==> src/sv/tqle_pkg.sv <==
package tqle_pkg;

  // Default table geometry.
  localparam int DEF_PITCH_BUCKETS   = 8;
  localparam int DEF_FORMANT_BUCKETS = 8;
  localparam int DEF_ACTIONS         = 5;

  // Field widths fixed by the interface.
  localparam int BUCKET_W = 3;
  localparam int ACT_W    = 3;
  localparam int DRAW_W   = 16;
  localparam int RATE_W   = 17;
  localparam int Q_W      = 32;
  localparam int CNT_W    = 32;
  localparam int CFG_IDX_W = 2;

  // One in Q1.16.
  localparam logic [RATE_W-1:0] ONE_Q16 = 17'h10000;

  // Configuration register indexes and reset values.
  localparam logic [CFG_IDX_W-1:0] REG_EPSILON    = 2'd0;
  localparam logic [CFG_IDX_W-1:0] REG_LEARN_RATE = 2'd1;
  localparam logic [CFG_IDX_W-1:0] REG_DISCOUNT   = 2'd2;

  localparam logic [RATE_W-1:0] EPSILON_RESET    = 17'd6554;
  localparam logic [RATE_W-1:0] LEARN_RATE_RESET = 17'd6554;
  localparam logic [RATE_W-1:0] DISCOUNT_RESET   = 17'd58982;

  typedef enum logic [3:0] {
    ST_CLEAR,
    ST_IDLE,
    ST_SCAN,
    ST_SCAN_END,
    ST_MUL_G,
    ST_TARGET,
    ST_MUL_A,
    ST_NEWQ,
    ST_EMIT
  } tqle_state_t;

  // Commands from the controller to the datapath.
  typedef struct packed {
    logic clear;
    logic load;
    logic scan_rd;
    logic mul_g;
    logic target;
    logic mul_a;
    logic newq;
    logic emit;
  } tqle_cmd_t;

  // Status from the datapath to the controller.
  typedef struct packed {
    logic clr_last;
    logic start_explore;
    logic scan_last;
    logic upd;
  } tqle_status_t;

endpackage

==> src/sv/tqle_ctrl.sv <==
module tqle_ctrl (
  input  logic                   clk,
  input  logic                   rst_n,
  input  logic                   start,
  output logic                   busy,
  input  tqle_pkg::tqle_status_t st,
  output tqle_pkg::tqle_cmd_t    cmd
);

  tqle_pkg::tqle_state_t state_r;
  tqle_pkg::tqle_state_t state_nxt;

  always_ff @(posedge clk) begin
    if (!rst_n) begin
      state_r <= tqle_pkg::ST_CLEAR;
    end else begin
      state_r <= state_nxt;
    end
  end

  always_comb begin
    state_nxt = state_r;
    unique case (state_r)
      tqle_pkg::ST_CLEAR: begin
        if (st.clr_last) begin
          state_nxt = tqle_pkg::ST_IDLE;
        end
      end
      tqle_pkg::ST_IDLE: begin
        if (start) begin
          state_nxt = st.start_explore ? tqle_pkg::ST_EMIT : tqle_pkg::ST_SCAN;
        end
      end
      tqle_pkg::ST_SCAN: begin
        if (st.scan_last) begin
          state_nxt = tqle_pkg::ST_SCAN_END;
        end
      end
      tqle_pkg::ST_SCAN_END: begin
        state_nxt = st.upd ? tqle_pkg::ST_MUL_G : tqle_pkg::ST_EMIT;
      end
      tqle_pkg::ST_MUL_G:  state_nxt = tqle_pkg::ST_TARGET;
      tqle_pkg::ST_TARGET: state_nxt = tqle_pkg::ST_MUL_A;
      tqle_pkg::ST_MUL_A:  state_nxt = tqle_pkg::ST_NEWQ;
      tqle_pkg::ST_NEWQ:   state_nxt = tqle_pkg::ST_EMIT;
      tqle_pkg::ST_EMIT:   state_nxt = tqle_pkg::ST_IDLE;
      default:             state_nxt = tqle_pkg::ST_CLEAR;
    endcase
  end

  always_comb begin
    cmd  = '0;
    busy = 1'b1;
    unique case (state_r)
      tqle_pkg::ST_CLEAR: cmd.clear = 1'b1;
      tqle_pkg::ST_IDLE: begin
        busy     = 1'b0;
        cmd.load = start;
      end
      tqle_pkg::ST_SCAN:     cmd.scan_rd = 1'b1;
      tqle_pkg::ST_SCAN_END: cmd = '0;
      tqle_pkg::ST_MUL_G:    cmd.mul_g = 1'b1;
      tqle_pkg::ST_TARGET:   cmd.target = 1'b1;
      tqle_pkg::ST_MUL_A:    cmd.mul_a = 1'b1;
      tqle_pkg::ST_NEWQ:     cmd.newq = 1'b1;
      tqle_pkg::ST_EMIT:     cmd.emit = 1'b1;
      default:               cmd = '0;
    endcase
  end

  // A table scan always runs its full row before any arithmetic step.
  a_mulg_after_scan: assert property (@(posedge clk) disable iff (!rst_n)
    (state_r == tqle_pkg::ST_MUL_G) |-> $past(st.scan_last) || $past(state_r == tqle_pkg::ST_SCAN_END))
    else $error("multiply step entered without a completed scan");

  // An accepted item always leaves the idle state.
  a_accept_busy: assert property (@(posedge clk) disable iff (!rst_n)
    (state_r == tqle_pkg::ST_IDLE && start) |=> busy)
    else $error("accepted item did not start work");

  // The clearing pass only ends into idle.
  a_clear_exit: assert property (@(posedge clk) disable iff (!rst_n)
    (state_r == tqle_pkg::ST_CLEAR && st.clr_last) |=> (state_r == tqle_pkg::ST_IDLE))
    else $error("clearing pass did not finish into idle");

endmodule

==> config.mk <==
export PLATFORM = sky130hd
export DESIGN_NAME = tqle_ctrl
export DESIGN_NICKNAME = d
export VERILOG_FILES = /design/src/sv/tqle_pkg.sv /design/src/sv/tqle_ctrl.sv
export SDC_FILE = /design/constraint.sdc
export NUM_CORES = 1
export LEC_CHECK = 0
export ABC_AREA = 1
export BUFFER_PORTS_ARGS = -buffer_cell sky130_fd_sc_hd__buf_4
export CAP_MARGIN = 40
export CORE_AREA = 2 2 39 41
export CTS_BUF_LIST = sky130_fd_sc_hd__clkbuf_8
export DETAILED_ROUTE_END_ITERATION = 6
export DIE_AREA = 0 0 41 43
export GPL_ROUTABILITY_DRIVEN = 1
export MAX_ROUTING_LAYER = met4
export PLACE_DENSITY = 0.5
export RECOVER_POWER = 50
export SYNTH_ARGS = -nofsm -noshare
export SYNTH_HDL_FRONTEND = slang
export SYNTH_SLANG_ARGS = --single-unit
==> constraint.sdc <==
create_clock -name clk -period 1.23 [get_ports clk]
set_input_delay 0.1845 -clock clk [delete_from_list [all_inputs] [get_ports clk]]
set_output_delay 0.1845 -clock clk [all_outputs]
set_load 0.05 [all_outputs]
# [Yosys cells after proc, flatten, opt, wreduce, memory -nomap -nowiden]
# Cells that the tools add are included.
[totals] regBits=4 latchBits=0 ram_bits=0 mem_bits_ro=0 inputBits=7 output_inout_bits=9 word_cells=29 n_memories=0
[op_classes] add_sub_neg=0 mul=0 n_div=0 magnitude_cmp=0 n_eq_ne=11 shifts=0 n_mux=15 bitwise=0 reduce_logical=2
[op_table] op="4-bit case mux with 9 select lines" n=1
[op_table] op="4-bit two-way mux" n=5
[op_table] op="4-bit by 3-bit == test with 1-bit output, second input constant" n=4
[op_table] op="1-bit two-way mux" n=9
[op_table] op="4-bit by 2-bit == test with 1-bit output, second input constant" n=2
[op_table] op="2-bit inequality test, second input constant" n=3
[op_table] op="4-bit by 1-bit == test with 1-bit output, second input constant" n=1
[op_table] op="4-bit == test, second input constant" n=1
[op_table] op="4-bit logical NOT" n=1
[op_table] op="3-bit AND reduction" n=1

# [Depth between registers and ports, before layout]
[logic_depth] word_depth=3 depth_mapped=7 depth_no_buf=7

# [Least setup slack after synthesis]
# OpenSTA, ideal clock, no wires.
[synth_path] path_kind="register -> output" start="register state_r[1]" end="output port cmd[0] (netlist bit)" arrival_ns=1.544 required_ns=1.046 path_slack_ns=-0.498 stages_incl_launch_ff=4 n_path_buf=0 cell_sequence="dfxtp_1 > inv_1 > nand2_1 > nor3_1"
[synth_lines] item="from (decl)" line="tqle_ctrl.sv:10" rtl="tqle_pkg::tqle_state_t state_r;"
[synth_lines] item="from (signal assigned)" line="tqle_ctrl.sv:15" rtl="state_r <= tqle_pkg::ST_CLEAR;"
[synth_lines] item="from (signal assigned)" line="tqle_ctrl.sv:17" rtl="state_r <= state_nxt;"
[synth_lines] item="to (decl)" line="tqle_ctrl.sv:7" rtl="output tqle_pkg::tqle_cmd_t cmd"

==> impl_metrics.toml <==
[flow_run]
drv_cap = 0

[yosys]
synth_largest_area_cell = "dfxtp_1"
synth_area_um2 = 332
seq_area_frac_synth_pct = 24.2
synth_seq_cells = 4
netlist.area_leader.share_pct = 24.2
synth_cells = 59
avgSynthCellArea_um2 = 5.62
syn_nets = 66
synthTopCellsByArea = "dfxtp_1 24%, nand2_1 15%, nor2_1 14%"
synth.distinct_cells = 14
synth_warnings = 0

[final_layout]
area_growth_pct = 103
largest_register_ff_count = 4
nFillCells = 158
seq_area_um2 = 92.6
layout.cells.non_filler = 99
multi_input_area_um2 = 265
reg_top3 = "state_r x4"
layout_common_cells = "13 x buf_4, 10 x nand2_1, 7 x inv_1, 7 x nor2_1"
antennaDiodeCount = 0
finalNetCount = 92
drive_gt1_share_pct = 61.4
final_common_cell = "buf_4"
top_register = "state_r"

[clocking]
clock-sinks = 4
cts_tree = "built"
cts-buffers-inserted = 3
clk_latency_ns = 0.21
root_buffer = "clkbuf_8"
clkTransAtPathRegs_ns = 0.03
htreeDepth = 1
ctsHoldBuffers = 0
clockBufferDepth = 2

[detailed_routing]
drc = 0
drt_iter0_drc = 9
routed_wirelength_um = 936
ant_nets = 0
drt-pass1-iter-count = 4
vias = 429
avgViaCountPerCell = 4.33
post_drt_wl_per_cell_um = 9.45

[power_and_ir_drop]
p_clk_share_pct = 24.9
internal-power_uw = 597
irDropWorstVdd_uv = 985
pwr-share-comb_pct = 58.7
swShare_pct = 44.4
leakage_nw = 0.318
p_sw_uw = 476
p_per_area_nw_per_um2 = 1590
power.share.sequential_pct = 16.4

[run_status]
outcome = "finished, violations left"
violations = "negative setup slack"

[setup_path]
cp_data_arrival_time_ns = 1.06
end_kind = "output port"
critical_path_class = "register to output port"
start_kind = "register"
crit_required_ns = 1.05
r2r_slack_ns = 0.08
reg2regPathDepth = 7
crit_fanout = 5

[timing]
tightest_slew_ns = 0.174
min_period_over_period_pct = 101
fin_ws_ns = -0.0129
finalClockSkew_ns = 0.00249
slew_headroom_pct = 88.3
rsz0062_at_grt = "true"
fmax_mhz = 805
finalCriticalPeriod_ns = 1.24
slew_violations = 0
final_hold_viol_count = 0
setup_viol = 2
tns_ns = -0.0225

[min_path]
holdCritPathClass = "input pin to register"
min_path_cells = 3

[grt]
grt_use_total_pct = 12.5
grt_pass1_wl_mm = 1.44
grt_antenna_before_repair = 0
gr-total-overflow = 0
grt_max_degree = 7
grt_pass1_vias = 361

[placed_design]
finalWeightedCongestion = 0.758
place_inst = 91
dp_hpwl_um = 687
io_buffers = 15

[floorplanning]
start_util_pct = 24.0
die_h_um = 43
die_w_um = 41
die_area_um2 = 1760
coreArea_um2 = 1380
core.rowCount = 14
io-pin-count = 16
-- Yosys cell counts, drive strengths merged --
| master | instances |
|---|---|
| o21ai | 2 |
| dfxtp | 4 |
| nor2 | 16 |
| nand3 | 5 |
| inv | 13 |
| nor3 | 2 |
| nand2 | 14 |
| a21oi | 3 |
-- layout make-up --
class | count | area share [%]
Multi-Input combinational cell | 42 | 39.3
Timing Repair Buffer | 21 | 29.5
Sequential cell | 4 | 13.7
Inverter | 13 | 8.35
Clock buffer | 3 | 6.12
Tap cell | 16 | 2.97
-- final timing paths --
path	from	to
setup reg to reg	state_r[2]	state_r[0]
setup / recovery	state_r[2]	cmd[6]
hold reg to reg	state_r[1]	state_r[2]
hold / removal	st[0]	state_r[2]
-- power groups by stage --
stage	sequential (mW)	combinational, mW	clock (mW)
after floorplan	0.173	0.380	0
after global placement	0.171	0.526	0
after detailed placement	0.170	0.520	0
after CTS	0.177	0.592	0.277
after global routing	0.179	0.676	0.290
final	0.176	0.630	0.267
-- stage by stage --
stage                     utilization [%]  area [um^2]  power, mW  setup slack [ns]  hold WS, ns
after floorplan                         -          354      0.553            -0.125        0.327
after global placement               35.7          494      0.696            0.0549        0.458
after detailed placement             35.7          494      0.691            0.0170        0.463
after CTS                            44.9          622       1.05           -0.0209        0.230
after global routing                 48.7          674       1.15           -0.0577        0.240
final                                48.7          674       1.07           -0.0129        0.232
-- logic make-up after synthesis --
logic type,synth area share (%)
simple gates,51.3
flops,24.2
compound gates,9.81
buf+inv,14.7
-- layer usage --
metal	global-route usage (%)	wire length, um	up-vias	share of wire (%)
met5	-	0	-	0
met2	17.8	492	11	53
met1	15.9	396	190	42
met3	6.28	47	0	5.0
met4	2.00	0	0	0
li1	-	-	228	-
-- worst max-delay path, stage by stage, from the launching register on --
cell,delay [ns]
dfxtp_4,0.36
nor2_4,0.17
nand2_4,0.08
nor2_4,0.08
buf_6,0.15
-- what timing repair did --
item / CTS / global route
setup endpoints to repair: 9 / 9
gates resized for setup: 25 / 10
setup buffers: 2 / 3
endpoints found under the hold margin: 0 / 0
pin swaps: 1 / 5
(Power assumes the default switching activity.)
